$ cat config.mk
export PLATFORM = sky130hd
export DESIGN_NAME = led_color_hsv_spi_encoder_core
export DESIGN_NICKNAME = d
export VERILOG_FILES = /design/src/hw/rtl/lchs_pkg.sv /design/src/hw/rtl/lchs_front.sv /design/src/hw/rtl/lchs_queue.sv /design/src/hw/rtl/lchs_back.sv /design/src/hw/rtl/led_color_hsv_spi_encoder_core.sv
export SDC_FILE = /design/constraint.sdc
export NUM_CORES = 1
export LEC_CHECK = 0
export BUFFER_PORTS_ARGS = -buffer_cell sky130_fd_sc_hd__buf_2
export CAP_MARGIN = 15
export CELL_PAD_IN_SITES_DETAIL_PLACEMENT = 0
export CELL_PAD_IN_SITES_GLOBAL_PLACEMENT = 1
export CORE_MARGIN = 8
export CORE_UTILIZATION = 55
export DETAILED_ROUTE_END_ITERATION = 10
export MAX_ROUTING_LAYER = met4
export PLACE_DENSITY = 0.95
export SLEW_MARGIN = 20
export SYNTH_ARGS = -nofsm -noshare
export SYNTH_HDL_FRONTEND = slang
export SYNTH_SLANG_ARGS = --single-unit
export TNS_END_PERCENT = 1
$ cat constraint.sdc
create_clock -name clk -period 8.19 [get_ports clk]
set_input_delay 0.819 -clock clk [delete_from_list [all_inputs] [get_ports clk]]
set_output_delay 0.819 -clock clk [all_outputs]
set_load 0.01 [all_outputs]
$ cat src/hw/rtl/lchs_pkg.sv
// Shared types, constants and helper functions for the LED color HSV/SPI encoder.
// No dependencies; imported by every module of the block.
package lchs_pkg;

	// color queue between front and back
	localparam int QDepth = 8;
	localparam int QAw    = $clog2(QDepth);
	localparam int QCw    = $clog2(QDepth + 1);

	// configuration register indexes
	typedef logic [1:0] reg_idx_t;
	localparam reg_idx_t REG_ZERO_PATTERN = 2'd0;
	localparam reg_idx_t REG_ONE_PATTERN  = 2'd1;
	localparam reg_idx_t REG_RESET_WORDS  = 2'd2;

	// register reset values
	localparam logic [7:0] ZERO_PATTERN_RST = 8'b0000_0011;
	localparam logic [7:0] ONE_PATTERN_RST  = 8'b0001_1111;
	localparam logic [3:0] RESET_WORDS_RST  = 4'd9;
	localparam logic [3:0] MAX_RESET_WORDS  = 4'd9;

	// HSV constants
	localparam logic [8:0]  HUE_MAX     = 9'd359;
	localparam logic [5:0]  SECTOR_DEG  = 6'd60;
	// floor(x/60) = (x * RECIP_60) >> RECIP_SHIFT, exact for x below 23879
	localparam logic [14:0] RECIP_60    = 15'd17477;
	localparam int          RECIP_SHIFT = 20;

	// output channel codes
	typedef enum logic [1:0] {
		CH_RESET = 2'd0,
		CH_GREEN = 2'd1,
		CH_RED   = 2'd2,
		CH_BLUE  = 2'd3
	} chan_t;

	// one converted LED color
	typedef struct packed {
		logic       frame_start;
		logic [7:0] red;
		logic [7:0] green;
		logic [7:0] blue;
	} color_t;

	// queue status seen by front and back
	typedef struct packed {
		logic           empty;
		logic [QCw-1:0] count;
	} qstat_t;

	// configuration register set
	typedef struct packed {
		logic [7:0] zero_pattern;
		logic [7:0] one_pattern;
		logic [3:0] reset_words;
	} cfg_t;

	// expand one channel level into eight symbol bytes, data bit 7 in the top byte
	function automatic logic [63:0] expand_channel(input logic [7:0] level,
		input logic [7:0] zero_pat, input logic [7:0] one_pat);
		logic [63:0] word;
		word = '0;
		for (int i = 0; i < 8; i++) begin
			word[8*i +: 8] = level[i] ? one_pat : zero_pat;
		end
		return word;
	endfunction

endpackage

$ cat src/hw/rtl/lchs_front.sv
// Front part: accepts input items, converts HSV to RGB or passes RGB through, in a four-stage pipeline.
// Depends on lchs_pkg; pushes finished colors into lchs_queue.
module lchs_front
	import lchs_pkg::*;
(
	input  logic        clk,
	input  logic        arst_n,
	input  logic        s_tvalid,
	output logic        s_tready,
	input  logic [55:0] s_tdata,   // red[7:0], green[15:8], blue[23:16], hue[32:24],
	                               // saturation[40:33], brightness[48:41], zero fill
	input  logic [1:0]  s_tuser,   // command[0], frame_start[1]
	input  qstat_t      qstat,
	output logic        push,
	output color_t      push_data
);

	// input field split
	logic [7:0] in_red, in_green, in_blue, in_sat, in_bri;
	logic [8:0] in_hue;
	assign in_red   = s_tdata[7:0];
	assign in_green = s_tdata[15:8];
	assign in_blue  = s_tdata[23:16];
	assign in_hue   = s_tdata[32:24];
	assign in_sat   = s_tdata[40:33];
	assign in_bri   = s_tdata[48:41];

	logic v_s1, v_s2, v_s3, v_s4;
	logic accept;

	// credit check: queue entries plus items in flight never exceed the depth
	logic [QCw:0] used;
	assign used     = {1'b0, qstat.count} + (QCw + 1)'($countones({v_s1, v_s2, v_s3, v_s4}));
	assign s_tready = (used < (QCw + 1)'(QDepth));
	assign accept   = s_tvalid && s_tready;

	// hue clamp and sector search
	logic [8:0] hue_c, base_c;
	logic [2:0] sector_c;
	logic [5:0] frac_c;
	always_comb begin
		hue_c = (in_hue > HUE_MAX) ? HUE_MAX : in_hue;
		if (hue_c >= 9'd300) begin
			sector_c = 3'd5; base_c = 9'd300;
		end else if (hue_c >= 9'd240) begin
			sector_c = 3'd4; base_c = 9'd240;
		end else if (hue_c >= 9'd180) begin
			sector_c = 3'd3; base_c = 9'd180;
		end else if (hue_c >= 9'd120) begin
			sector_c = 3'd2; base_c = 9'd120;
		end else if (hue_c >= 9'd60) begin
			sector_c = 3'd1; base_c = 9'd60;
		end else begin
			sector_c = 3'd0; base_c = 9'd0;
		end
		frac_c = 6'(hue_c - base_c);
	end

	// stage payloads
	logic       cmd_s1, cmd_s2, cmd_s3, cmd_s4;
	logic       gray_s1, gray_s2, gray_s3, gray_s4;
	logic [2:0] sector_s1, sector_s2, sector_s3, sector_s4;
	logic [5:0] frac_s1;
	logic [7:0] sat_s1;
	logic [7:0] bri_s1, bri_s2, bri_s3, bri_s4;
	color_t     rgb_s1, rgb_s2, rgb_s3, rgb_s4;
	logic [13:0] sf_s2, sg_s2;
	logic [7:0] p_s2, p_s3, p_s4;
	logic [7:0] qd_s3, td_s3;
	logic [7:0] q_s4, t_s4;

	// stage 2 products: S*F, S*(60-F), V*(255-S)
	logic [13:0] sf_c, sg_c;
	logic [15:0] p_prod;
	assign sf_c   = {6'd0, sat_s1} * {8'd0, frac_s1};
	assign sg_c   = {6'd0, sat_s1} * {8'd0, SECTOR_DEG - frac_s1};
	assign p_prod = {8'd0, bri_s1} * {8'd0, 8'd255 - sat_s1};

	// stage 3: divide by 60 through the reciprocal
	logic [28:0] qd_prod, td_prod;
	assign qd_prod = {15'd0, sf_s2} * {14'd0, RECIP_60};
	assign td_prod = {15'd0, sg_s2} * {14'd0, RECIP_60};

	// stage 4: scale by brightness / 256
	logic [15:0] q_prod, t_prod;
	assign q_prod = {8'd0, bri_s3} * {8'd0, 8'd255 - qd_s3};
	assign t_prod = {8'd0, bri_s3} * {8'd0, 8'd255 - td_s3};

	// stage valid bits
	always_ff @(posedge clk or negedge arst_n) begin
		if (!arst_n) begin
			v_s1 <= 1'b0;
			v_s2 <= 1'b0;
			v_s3 <= 1'b0;
			v_s4 <= 1'b0;
		end else begin
			v_s1 <= accept;
			v_s2 <= v_s1;
			v_s3 <= v_s2;
			v_s4 <= v_s3;
		end
	end

	// stage payload registers
	always_ff @(posedge clk) begin
		cmd_s1    <= s_tuser[0];
		gray_s1   <= (in_sat == 8'd0);
		sector_s1 <= sector_c;
		frac_s1   <= frac_c;
		sat_s1    <= in_sat;
		bri_s1    <= in_bri;
		rgb_s1    <= '{frame_start: s_tuser[1], red: in_red, green: in_green, blue: in_blue};

		cmd_s2    <= cmd_s1;
		gray_s2   <= gray_s1;
		sector_s2 <= sector_s1;
		bri_s2    <= bri_s1;
		rgb_s2    <= rgb_s1;
		sf_s2     <= sf_c;
		sg_s2     <= sg_c;
		p_s2      <= p_prod[15:8];

		cmd_s3    <= cmd_s2;
		gray_s3   <= gray_s2;
		sector_s3 <= sector_s2;
		bri_s3    <= bri_s2;
		rgb_s3    <= rgb_s2;
		p_s3      <= p_s2;
		qd_s3     <= qd_prod[RECIP_SHIFT +: 8];
		td_s3     <= td_prod[RECIP_SHIFT +: 8];

		cmd_s4    <= cmd_s3;
		gray_s4   <= gray_s3;
		sector_s4 <= sector_s3;
		bri_s4    <= bri_s3;
		rgb_s4    <= rgb_s3;
		p_s4      <= p_s3;
		q_s4      <= q_prod[15:8];
		t_s4      <= t_prod[15:8];
	end

	// sector selection, gray and RGB passthrough
	always_comb begin
		push_data.frame_start = rgb_s4.frame_start;
		if (!cmd_s4) begin
			push_data.red   = rgb_s4.red;
			push_data.green = rgb_s4.green;
			push_data.blue  = rgb_s4.blue;
		end else if (gray_s4) begin
			push_data.red   = bri_s4;
			push_data.green = bri_s4;
			push_data.blue  = bri_s4;
		end else begin
			case (sector_s4)
				3'd0: begin
					push_data.red = bri_s4; push_data.green = t_s4; push_data.blue = p_s4;
				end
				3'd1: begin
					push_data.red = q_s4; push_data.green = bri_s4; push_data.blue = p_s4;
				end
				3'd2: begin
					push_data.red = p_s4; push_data.green = bri_s4; push_data.blue = t_s4;
				end
				3'd3: begin
					push_data.red = p_s4; push_data.green = q_s4; push_data.blue = bri_s4;
				end
				3'd4: begin
					push_data.red = t_s4; push_data.green = p_s4; push_data.blue = bri_s4;
				end
				default: begin
					push_data.red = bri_s4; push_data.green = p_s4; push_data.blue = q_s4;
				end
			endcase
		end
	end

	assign push = v_s4;

endmodule

$ cat src/hw/rtl/lchs_queue.sv
// Color queue between the conversion front and the word sequencer.
// Depends on lchs_pkg for depth, color_t and qstat_t.
module lchs_queue
	import lchs_pkg::*;
(
	input  logic   clk,
	input  logic   arst_n,
	input  logic   push,
	input  color_t push_data,
	input  logic   pop,
	output color_t head,
	output qstat_t qstat
);

	color_t         mem_q [QDepth];
	logic [QAw-1:0] wr_ptr_q, rd_ptr_q;
	logic [QCw-1:0] count_q;

	// storage write
	always_ff @(posedge clk) begin
		if (push) begin
			mem_q[wr_ptr_q] <= push_data;
		end
	end

	// pointers and fill count
	always_ff @(posedge clk or negedge arst_n) begin
		if (!arst_n) begin
			wr_ptr_q <= '0;
			rd_ptr_q <= '0;
			count_q  <= '0;
		end else begin
			if (push) wr_ptr_q <= QAw'(wr_ptr_q + 1'b1);
			if (pop)  rd_ptr_q <= QAw'(rd_ptr_q + 1'b1);
			case ({push, pop})
				2'b10:   count_q <= QCw'(count_q + 1'b1);
				2'b01:   count_q <= QCw'(count_q - 1'b1);
				default: count_q <= count_q;
			endcase
		end
	end

	assign head        = mem_q[rd_ptr_q];
	assign qstat.count = count_q;
	assign qstat.empty = (count_q == '0);

endmodule

$ cat src/hw/rtl/lchs_back.sv
// Back part: emits reset words and the green, red, blue symbol words per color.
// Depends on lchs_pkg; pops colors from lchs_queue, drives the output register.
module lchs_back
	import lchs_pkg::*;
(
	input  logic        clk,
	input  logic        arst_n,
	input  cfg_t        cfg,
	input  qstat_t      qstat,
	input  color_t      head,
	output logic        pop,
	output logic        m_tvalid,
	input  logic        m_tready,
	output logic [63:0] m_tdata,   // symbol_word[63:0]
	output logic [1:0]  m_tuser,   // channel[1:0]
	output logic        m_tlast
);

	logic        m_tvalid_q, m_tlast_q;
	logic [63:0] m_tdata_q;
	chan_t       m_chan_q;
	chan_t       ch_q;
	logic        started_q;
	logic [3:0]  rst_left_q;

	logic       load, go, emit_reset;
	logic [3:0] init_cnt, rem;
	logic [7:0] level;

	// output slot free and a color waiting
	assign load = !m_tvalid_q || m_tready;
	assign go   = load && !qstat.empty;

	// reset words left for the head color
	always_comb begin
		if (head.frame_start) begin
			init_cnt = (cfg.reset_words > MAX_RESET_WORDS) ? MAX_RESET_WORDS : cfg.reset_words;
		end else begin
			init_cnt = 4'd0;
		end
		rem        = started_q ? rst_left_q : init_cnt;
		emit_reset = (rem != 4'd0);
	end

	// channel level for the current word
	always_comb begin
		case (ch_q)
			CH_GREEN: level = head.green;
			CH_RED:   level = head.red;
			default:  level = head.blue;
		endcase
	end

	assign pop = go && !emit_reset && (ch_q == CH_BLUE);

	// sequencer state and output valid
	always_ff @(posedge clk or negedge arst_n) begin
		if (!arst_n) begin
			m_tvalid_q <= 1'b0;
			ch_q       <= CH_GREEN;
			started_q  <= 1'b0;
			rst_left_q <= 4'd0;
		end else begin
			if (load) m_tvalid_q <= go;
			if (go) begin
				if (emit_reset) begin
					rst_left_q <= rem - 4'd1;
					started_q  <= 1'b1;
				end else if (ch_q == CH_BLUE) begin
					ch_q       <= CH_GREEN;
					started_q  <= 1'b0;
					rst_left_q <= 4'd0;
				end else begin
					ch_q       <= chan_t'(ch_q + 2'd1);
					started_q  <= 1'b1;
					rst_left_q <= 4'd0;
				end
			end
		end
	end

	// output payload register
	always_ff @(posedge clk) begin
		if (go) begin
			if (emit_reset) begin
				m_tdata_q <= '0;
				m_chan_q  <= CH_RESET;
				m_tlast_q <= 1'b0;
			end else begin
				m_tdata_q <= expand_channel(level, cfg.zero_pattern, cfg.one_pattern);
				m_chan_q  <= ch_q;
				m_tlast_q <= (ch_q == CH_BLUE);
			end
		end
	end

	assign m_tvalid = m_tvalid_q;
	assign m_tdata  = m_tdata_q;
	assign m_tuser  = m_chan_q;
	assign m_tlast  = m_tlast_q;

endmodule

$ cat src/hw/rtl/led_color_hsv_spi_encoder_core.sv
// LED color encoder top level: config registers, front, queue and back.
// Path from an accepted item to its first word: 4 conversion stages, queue, output reg.
// Each item yields 3 + R words, R = reset words for a frame start; the back sequencer
//   emits one 64-bit word per cycle while a color waits and the output is not stalled. The front
//   takes one item per cycle until the 8-entry queue and the pipeline hold 8 items.
// Reset: arst_n clears all control state and loads the register reset values; no clearing pass.
module led_color_hsv_spi_encoder_core
	import lchs_pkg::*;
(
	input  logic        clk,
	input  logic        arst_n,
	// configuration write port
	input  logic        cfg_we,
	input  logic [1:0]  cfg_idx,
	input  logic [7:0]  cfg_wdata,
	// input items
	input  logic        s_tvalid,
	output logic        s_tready,
	input  logic [55:0] s_tdata,   // red[7:0], green[15:8], blue[23:16], hue[32:24],
	                               // saturation[40:33], brightness[48:41], zero fill
	input  logic [1:0]  s_tuser,   // command[0], frame_start[1]
	// result items
	output logic        m_tvalid,
	input  logic        m_tready,
	output logic [63:0] m_tdata,   // symbol_word[63:0]
	output logic [1:0]  m_tuser,   // channel[1:0]
	output logic        m_tlast
);

	cfg_t   cfg_q;
	qstat_t qstat;
	color_t push_data, head;
	logic   push, pop;

	// configuration registers; unknown indexes are ignored
	always_ff @(posedge clk or negedge arst_n) begin
		if (!arst_n) begin
			cfg_q.zero_pattern <= ZERO_PATTERN_RST;
			cfg_q.one_pattern  <= ONE_PATTERN_RST;
			cfg_q.reset_words  <= RESET_WORDS_RST;
		end else if (cfg_we) begin
			case (cfg_idx)
				REG_ZERO_PATTERN: cfg_q.zero_pattern <= cfg_wdata;
				REG_ONE_PATTERN:  cfg_q.one_pattern  <= cfg_wdata;
				REG_RESET_WORDS:  cfg_q.reset_words  <= cfg_wdata[3:0];
				default:          cfg_q <= cfg_q;
			endcase
		end
	end

	lchs_front u_front (
		.clk       (clk),
		.arst_n    (arst_n),
		.s_tvalid  (s_tvalid),
		.s_tready  (s_tready),
		.s_tdata   (s_tdata),
		.s_tuser   (s_tuser),
		.qstat     (qstat),
		.push      (push),
		.push_data (push_data)
	);

	lchs_queue u_queue (
		.clk       (clk),
		.arst_n    (arst_n),
		.push      (push),
		.push_data (push_data),
		.pop       (pop),
		.head      (head),
		.qstat     (qstat)
	);

	lchs_back u_back (
		.clk      (clk),
		.arst_n   (arst_n),
		.cfg      (cfg_q),
		.qstat    (qstat),
		.head     (head),
		.pop      (pop),
		.m_tvalid (m_tvalid),
		.m_tready (m_tready),
		.m_tdata  (m_tdata),
		.m_tuser  (m_tuser),
		.m_tlast  (m_tlast)
	);

	// queue never overfills and never pops empty
	assert property (@(posedge clk) disable iff (!arst_n)
		(qstat.count <= QCw'(QDepth)) && !(pop && qstat.empty))
		else $error("color queue over- or underflow");

	// a push into a full queue would lose a color
	assert property (@(posedge clk) disable iff (!arst_n)
		push |-> (qstat.count < QCw'(QDepth)) || pop)
		else $error("push into full color queue");

	// last word of an LED is always the blue channel
	assert property (@(posedge clk) disable iff (!arst_n)
		m_tvalid && m_tlast |-> m_tuser == CH_BLUE)
		else $error("last flag on a non-blue word");

	// reset words carry all-zero symbols
	assert property (@(posedge clk) disable iff (!arst_n)
		m_tvalid && (m_tuser == CH_RESET) |-> (m_tdata == 64'd0) && !m_tlast)
		else $error("reset word with nonzero payload");

endmodule
# [After elaboration in Yosys (flattened, before gate mapping)]
# Memory sizes are Yosys's and may differ from the RTL's.
# Cells that the tools add are included.
[word_totals] out_inout_bits=69 mem_bits_rw=200 latchBits=0 input_bits=73 reg_bits=359 n_memories=1 mem_bits_ro=0
[memory_table] name="u_queue.mem_q" words=8 word_bits=25 read_ports=1 rd_clocked_by_memory_dff=0 write_ports=1 line="lchs_queue.sv:15" text="color_t mem_q [QDepth];"
[classes] n_mul=7 reduce_logical=19 muxes=32 div_mod_pow=0 order_cmp=8 n_bitwise=1 n_eq_ne=11 shift=0 n_addsub=15
[ops] cell="24-bit case mux with 5 select lines" count=1
[ops] cell="8-bit 2-to-1 mux" count=8
[ops] cell="14-bit by 15-bit multiplier with 28-bit output, second input constant" count=2
[ops] cell="8-bit by 8-bit multiplier with 16-bit output" count=3
[ops] cell="24-bit 2-to-1 mux" count=2
[ops] cell="6-bit 2-to-1 mux" count=5
[ops] cell="8-bit by 6-bit multiplier with 14-bit output" count=2
[ops] cell="8-bit subtractor, first input constant" count=3
[ops] cell="9-bit by 8-bit >= comparator with 1-bit output, second input constant" count=2
[ops] cell="4-bit 2-to-1 mux" count=4
[ops] cell="8-bit case mux with 2 select lines" count=1
[ops] cell="9-bit by 6-bit >= comparator with 1-bit output, second input constant" count=1
[ops] cell="9-bit by 7-bit >= comparator with 1-bit output, second input constant" count=1
[ops] cell="9-bit >= comparator, second input constant" count=1
[ops] cell="9-bit greater-than comparator, second input constant" count=1
[ops] cell="9-bit 2-to-1 mux" count=1
[ops] cell="2-bit == test, second input constant" count=4
[ops] cell="8-bit zero test" count=1
[ops] cell="4-bit case mux with 2 select lines" count=1
[ops] cell="2-bit AND reduction" count=4
[ops] cell="4-bit by 1-bit subtractor with 4-bit output, second input constant" count=2
[ops] cell="3-bit by 1-bit adder with 3-bit output, second input constant" count=2
[ops] cell="2-bit by 1-bit == test with 1-bit output, second input constant" count=3
[ops] cell="3-bit by 2-bit == test with 1-bit output, second input constant" count=2
[ops] cell="other kinds (24)" count=36

# [Depth between registers and ports, before layout]
# Gate-level depths: netlist (run 1).
[depth] depth_word=10 depth_mapped=19 mapped_depth_nobuf=18

# [Modules after synthesis]
# From an unflattened synthesis (run 1), not the netlist that was laid out.
[hier_totals] hier_cells=2604 area_unflattened_um2=31950.6
[modules_own_cells] mod="lchs_front" area_per_inst_um2=19184.6 instances=1 cells_each=1921
[modules_own_cells] mod="lchs_queue" area_per_inst_um2=8255.4 instances=1 cells_each=343
[modules_own_cells] mod="lchs_back" area_per_inst_um2=3736.1 instances=1 cells_each=297
[modules_own_cells] mod="led_color_hsv_spi_encoder_core" area_per_inst_um2=774.5 instances=1 cells_each=43

# [Least setup slack after synthesis (run 1)]
# OpenSTA, ideal clock, no wires.
[synth_path] path_kind="reg-to-reg" from="reg u_front.bri_s3[5]" to="reg u_front.q_s4[7]" path_buffers=1 stages_incl_launch_ff=18 path_slack_ns=3.509 arrival_ns=4.608 path_cell_list="dfxtp_1 > clkbuf_1 > nand2b_1 > fa_1 > fa_1 > inv_1 > fa_1 > inv_1 > fa_1 > inv_1 > ha_1 > and2_1 > o21ai_0 > o31ai_1 > o41a_1 > a2111o_1 > a21oi_1 > xnor2_1"
[synth_between] elab_chain_len=1
[synth_lines] item="start: declaration" line="lchs_front.sv:65" text="logic [7:0] bri_s1, bri_s2, bri_s3, bri_s4;"
[synth_lines] item="start signal: assignment" line="lchs_front.sv:126" text="bri_s3 <= bri_s2;"
[synth_lines] item="8-bit by 8-bit multiplier with 16-bit output" line="lchs_front.sv:86" text="assign q_prod = {8'd0, bri_s3} * {8'd0, 8'd255 - qd_s3};"
[synth_lines] item="via u_front.q_prod[15]" line="lchs_front.sv:85" text="logic [15:0] q_prod, t_prod;"
[synth_lines] item="end signal: assignment" line="lchs_front.sv:138" text="q_s4 <= q_prod[15:8];"
[synth_lines] item="end: declaration" line="lchs_front.sv:70" text="logic [7:0] q_s4, t_s4;"
# The timed path passes the listed nets, and every way through them passes these cells.
# A chain may end at the register's enable or synchronous reset.

# [Final worst setup path (run 1)]
[layout_path] from="reg u_front.bri_s3[4]" to="reg u_front.q_s4[7]"
# The elaborated chain is that of the path after synthesis.

==> out/qor.yml, run 1 <==
floorplan:
  rows: 88
  initial_utilization_pct: 55.2
  die_w_um: 256
  die_area_um2: 65400
  ios: 142
  die_h_um: 256
  core_area_um2: 57300
grt:
  grt_pass1_wl_um: 108000
  grt_pass1_vias: 20800
  grt_usage_pct: 20.7
  overflow: 0
  antenna_found_initial: 0
  grt_max_degree: 69
cells_and_area:
  syn_to_final_growth_pct: 9.92
  drive_above_1_share_pct: 12.8
  seq_area_um2: 14100
  antennaDiodeCount: 0
  fill_cells: 4348
  layout_commonest_cell: "ha_1"
  final_nets: 3316
  final_cell_mix: "327 x ha_1, 315 x inv_1, 267 x edfxtp_1"
  multi_input_area_um2: 16000
min_path:
  hold_class: "reg -> reg"
worst_setup_path:
  critPathKind: "reg -> reg"
  path_buf_inv: 3
  crit_path_max_incr_delay_ns: 0.78
  cp_cell_sequence: "nand2b_1 -> fa_1 -> fa_1 -> inv_1 -> fa_1 -> inv_1 -> fa_1 -> inv_1 -> ha_1 -> and2_1 -> o21ai_0 -> o31ai_1 -> o41a_1 -> a2111o_1 -> a21oi_1 -> xnor2_1"
  crit_slowest_cell: "dfxtp_1"
  cpLargestDelayFamily: "adder cells"
  critPathMaxFanout: 17
  startpoint_type: "flop"
  cp-end-kind: "flop"
  crit_arrival_ns: 5.73
  crit_required_ns: 8.73
  cp_common_cell: "fa_1"
clocking:
  cts_hold_buf: 0
  post_cts_resized: 0
  path_clk_slew_ns: 0.06
  cts_setup_buffers: 0
  root_buffer: "clkbuf_16"
  clkLatencyLatePin_ns: 0.61
  cts_sinks: 558
  clk_path_buf_depth: 3
  cts_htree_levels: 2
  cts_tree: "built"
  cts_buffers: 54
sta:
  worst_slack_ns: 3.00
  post-route-period-util_pct: 63.4
  tightest_slew_ns: 1.09
  rsz0062_at_grt: "false"
  fin_skew_ns: 0.0252
  fmax_mhz: 193
  slew_viol_final: 0
  hold_viol: 0
  period_needed_ns: 5.19
  slew_headroom_pct: 26.8
  setup-tns-final_ns: 0
  setup_viol: 0
yosys:
  synth.area.top_cells: "edfxtp_1 25%, dfxtp_1 16%, ha_1 13%"
  synth_edf_count: 267
  synthAdderAreaFrac_pct: 25.5
  synth_fp_nets: 3208
  netlist_area_um2: 31600
  ys_seq_elements: 558
  synth-simple-area-share_pct: 10.1
  synth_flop_cell: "edfxtp_1"
  synthMuxAreaShare_pct: 7.56
  synth_cells: 2610
  synth_area_leader_cell: "edfxtp_1"
  synth_compound_area_share_pct: 5.55
  synth_warnings: 0
  ys_seq_area_share_pct: 44.5
  yosysTopAreaCellShare_pct: 25.4
  synth-async-reset-ratio_pct: 7.53
  synthXorXnorAreaFrac_pct: 1.86
  synth_top_family_by_area: "adder cells"
  synth_area_per_cell_um2: 12.1
  synth_cell_types: 71
routing:
  routedLengthMet1_um: 27400
  drt_wl_total_um: 66300
  wl_per_cell_um: 18.8
  met2_length_um: 32800
  dr.pass1.iters: 7
  drt_iter0_markers: 1383
  top_layer_used: "met4"
  num_vias: 19700
  met3_length_um: 4540
  ant_nets: 0
  vias_per_cell: 5.59
  drc_errors: 0
placed_design:
  gp_congestion: 0.878
  place_ws_ns: 3.00
  io_buffers: 134
  dp_hpwl_um: 45600
run:
  drv_cap: 0
run_status:
  outcome: "complete, no violations"
==> registers in the layout, indices dropped and copies added (netlist names), 13 cells and up <==
register	flops
cfg_q	20
u_back.m_tdata	64
u_front.rgb_s1	25
u_front.rgb_s2	25
u_front.rgb_s3	25
u_front.rgb_s4	24
u_front.sf_s2	14
u_front.sg_s2	13
u_queue.mem_q	200
==> synth_stat cells, drive strengths merged (6+ instances only) <==
master	number
nor2b	102
buf	33
xnor2	40
dfxtp	249
fa	198
a22oi	17
mux4	50
or3	6
mux2	38
edfxtp	267
nor2	159
nand2	77
inv	316
a211oi	11
dfstp	10
a21o	11
o31ai	11
clkbuf	60
nand3	22
a221oi	9
nand4	7
ha	327
nand2b	108
dfrtp	32
a21oi	111
xor2	27
mux2i	82
nor3b	14
o21ai	58
o22ai	8
nor3	17
and2	68
==> worst register-to-register path, cell delays in order (launching register included) <==
cell	delay, ns
dfxtp_1	0.78
nand2b_1	0.19
fa_1	0.51
fa_1	0.54
inv_1	0.05
fa_1	0.47
inv_1	0.05
fa_1	0.48
inv_1	0.04
ha_1	0.31
and2_1	0.14
o21ai_0	0.16
o31ai_1	0.16
o41a_1	0.44
a2111o_1	0.45
a21oi_1	0.21
xnor2_1	0.14
==> worst paths after layout <==
check,start,end,slack [ns],cells past startpoint
worst max register to register,u_front.bri_s3[4],u_front.q_s4[7],3.00,16
worst max-delay path,u_front.bri_s3[4],u_front.q_s4[7],3.00,16
worst min-delay path,u_front.bri_s2[1],u_front.bri_s3[1],0.31,0
max in group asynchronous,arst_n,u_queue.rd_ptr_q[1],7.23,1
min in group asynchronous,arst_n,u_queue.count_q[3],0.33,1
worst min register to register,u_front.bri_s2[1],u_front.bri_s3[1],0.31,0
==> cells by family after synthesis <==
kind of cell    Yosys count
simple gates            603
flops                   558
fa+ha+maj               525
buf+inv                 409
compound gates          278
mux                     170
xor+xnor                 67
==> layout make-up <==
class | instances | area share, %
multi-input cells | 1643 | 46.2
flip-flops and latches | 558 | 40.5
clock buffers | 77 | 4.41
inverters | 316 | 3.41
well taps | 765 | 2.75
repair buffers | 145 | 2.22
clock inverters | 21 | 0.576
==> per-layer routing <==
metal  vias to the layer above  track usage (%)
li1                       9114                -
met1                      9757             25.9
met2                       731             35.2
met3                       115             3.33
met4                         0             5.40
met5                         -                -
==> stage by stage <==
stage          area, µm²  utilization, %  instances  hold WS [ns]
6_report           34800            60.7       3525         0.311
4_1_cts            34700            60.7       3524         0.290
3_3_place_gp       33000            57.6       3426         0.310
2_1_floorplan      31600               -       2610         0.310
5_1_grt            34800            60.7       3525         0.296
3_5_place_dp       33000            57.6       3426         0.312
Power of run 1 is not shown: default switching activity piles up to over one toggle a cycle in this logic, so the estimate is an artifact.
==> run 2, diff against run 1 <==
- ABC_AREA: not set -> 1
- CORE_UTILIZATION: 55 -> 44
- PLACE_DENSITY: 0.95 -> 0.87
- clock period: 8.19 -> 4.27 ns (I/O delays scaled with it)
==> run 2 against run 1 <==
Compared with the run above: core utilization decreased by 10 points; wire length increased by 19%; critical endpoint is now u_front.t_s4[1]; design area increased by 8.0%; sequential cell count unchanged; largest cell class unchanged; critical path type unchanged; synthesized cell count increased by 33%; first-iteration DRC count increased by 44%.
==> out/qor.yml, run 2 <==
routing:
  vias_per_cell: 5.17  # -7.5%
  drt_wl_total_um: 79200  # +19%
  dr.pass1.iters: 5  # -2
  num_vias: 24300  # +23%
  wl_per_cell_um: 16.8  # -10%
  ant_nets: 0  # unchanged
  drt_iter0_markers: 1995  # +44%
  drc_errors: 0  # unchanged
min_path:
  hold_end: "u_front.frac_s1[1]"
  holdCritStartpoint: "s_tdata[25]"
  holdPathStages: 2  # +2
  hold_class: "in -> reg"
grt:
  grt_usage_pct: 19.0  # -1.7 points
  grt_pass1_vias: 24400  # +17%
  antenna_found_initial: 0  # unchanged
  grt_max_degree: 77  # +12%
  overflow: 0  # unchanged
  grt_pass1_wl_um: 128000  # +19%
yosys:
  synth_fp_nets: 4069  # +27%
  synth.area.top_cells: "edfxtp_1 24%, dfxtp_1 15%, ha_1 12%"
  netlist_area_um2: 33000  # +4.4%
  synth_warnings: 0  # unchanged
  synth_cells: 3471  # +33%
  ys_seq_area_share_pct: 42.6  # -1.9 points
  synth_cell_types: 52  # -27%
  synth_flop_cell: "edfxtp_1"
  yosysMostFrequentCell: "nand2_1"
  synth_area_leader_cell: "edfxtp_1"
  synth-async-reset-ratio_pct: 7.53  # unchanged
  synth_area_per_cell_um2: 9.51  # -22%
  ys_seq_elements: 558  # unchanged
  yosysTopAreaCellShare_pct: 24.3  # -1.1 points
  synth_top_cells_by_count: "662 x nand2_1, 502 x inv_1, 327 x ha_1, 304 x nor2_1, 267 x edfxtp_1"
  synth_edf_count: 267  # unchanged
floorplan:
  ios: 142  # unchanged
  die_w_um: 290  # +13%
  die_area_um2: 84000  # +28%
  die_h_um: 290  # +13%
  core_area_um2: 74300  # +30%
  rows: 100  # +14%
  initial_utilization_pct: 44.4  # -11 points
clocking:
  cts_htree_levels: 2  # unchanged
  clkLatencyLatePin_ns: 0.63  # +0.02 ns
  cts_sinks: 558  # unchanged
  path_clk_slew_ns: 0.06  # about the same
  root_buffer: "clkbuf_16"
  cts_tree: "built"
  cts_buffers: 58  # +7.4%
  clk_path_buf_depth: 3  # unchanged
cells_and_area:
  syn_to_final_growth_pct: 13.8
  antennaDiodeCount: 0  # unchanged
  largest_register_ffs: 200  # unchanged
  top_register: "u_queue.mem_q"
  drive_above_1_share_pct: 11.4  # -1.5 points
  stdcell_count: 4704  # +33%
  final_cell_mix: "661 x nand2_1, 494 x inv_1, 322 x ha_1"
  layout_commonest_cell: "nand2_1"
  final_nets: 4285  # +29%
run_status:
  outcome: "complete, no violations"
worst_setup_path:
  crit_arrival_ns: 4.65  # -1.08 ns
  r2r_end: "u_front.t_s4[1]"
  cp-end-kind: "flop"
  critPathKind: "reg -> reg"
  crit_required_ns: 4.79  # -3.94 ns
  critPathMaxFanout: 8  # -9
  reg2reg_slack_ns: 0.14  # -2.86 ns
  rr_startpoint: "u_front.bri_s3[4]"
  startpoint_type: "flop"
  reg2regPathDepth: 15  # -1
sta:
  tightest_slew_ns: 0.979  # -0.107 ns
  post-route-period-util_pct: 96.7  # +33 points
  slew_viol_final: 0  # unchanged
  setup_viol: 0  # unchanged
  fin_skew_ns: 0.0243  # -0.000893 ns
  fmax_mhz: 242  # +26%
  setup-tns-final_ns: 0  # unchanged
  period_needed_ns: 4.13  # -1.06 ns
  timing.hold.ws_ns: 0.0390  # -0.272 ns
  rsz0062_at_grt: "true"
  slew_headroom_pct: 34.7  # +7.9 points
  hold_viol: 0  # unchanged
run:
  drv_cap: 0  # unchanged
placed_design:
  gp_congestion: 0.890  # +1.4%
  io_buffers: 134  # unchanged
  dp_cells: 4551  # +33%
  dp_hpwl_um: 58400  # +28%
-- run 2: cell count changes after synthesis, sizes merged, moves of 82 or more --
| cell | change |
|---|---|
| a21oi | +118 |
| nor2 | +147 |
| nor2b | -102 |
| mux2i | -82 |
| nand2 | +597 |
| nand2b | -108 |
| inv | +188 |
| nand3 | +179 |
-- run 2: critical path, stage by stage, from the launching register on --
cell	delay, ns
dfxtp_2	0.41
buf_6	0.17
nand2_1	0.08
fa_1	0.49
fa_1	0.57
inv_1	0.06
fa_1	0.48
inv_1	0.05
fa_1	0.48
inv_1	0.04
ha_1	0.31
a21oi_1	0.18
o21ai_0	0.14
o21bai_2	0.23
a21oi_1	0.18
xnor2_1	0.18
-- run 2: area by class of cell --
class | count | area (µm²)
inverter | 508 | 1910
multi-input combinational | 2306 | 16700
fill | 6777 | 36800
clock buffer | 79 | 1620
clock inverter | 29 | 324
tap | 969 | 1210
timing repair buffer | 255 | 1710
sequential | 558 | 14100
-- run 2: per-layer routing --
metal	part of all wire [%]	track usage (%)
met1	45	25.8
met2	46	30.7
met3	6.2	2.28
met4	1.9	4.33
met5	0	-
-- run 2: cell families (layout without fill, tap and decap cells) --
group	Yosys count	in the layout	synth area share, %
flops	558	558	42.6
simple gates	1251	1251	15.9
fa+ha+maj	525	525	24.4
buf+inv	607	871	7.22
compound gates	466	466	8.19
xor+xnor	64	64	1.70
-- run 2: repair_timing --
item,in CTS,in global routing
gates resized for setup,0,44
endpoints found under the setup margin,0,20
hold buffers,43,0
hold endpoints to repair,45,0
buffers inserted,0,2
-- run 2: metrics by stage --
stage               util (%)  worst slack [ns]  cell area, µm²
detailed placement      47.1           0.00477           35000
CTS                     50.3           0.00405           37400
global route            50.5           -0.0150           37500
floorplan                  -             0.177           33000
finish                  50.5             0.142           37500
global placement        47.1            0.0668           35000
-- run 2: worst max-delay path by stage --
stage	slack (ns)	from	cells after the start	endpoint
final	0.14	u_front.bri_s3[4]	15	u_front.t_s4[1]
after global routing	-0.01	u_front.bri_s3[5]	15	u_front.t_s4[1]
after CTS	0.004	u_front.frac_s1[0]	18	u_front.sg_s2[12]
after detailed placement	0.005	u_front.frac_s1[0]	17	u_front.sg_s2[11]
after global placement	0.07	u_front.frac_s1[0]	18	u_front.sg_s2[12]
after floorplan	0.18	u_front.bri_s3[5]	19	u_front.q_s4[3]
Power of run 2 is left out for the same reason.
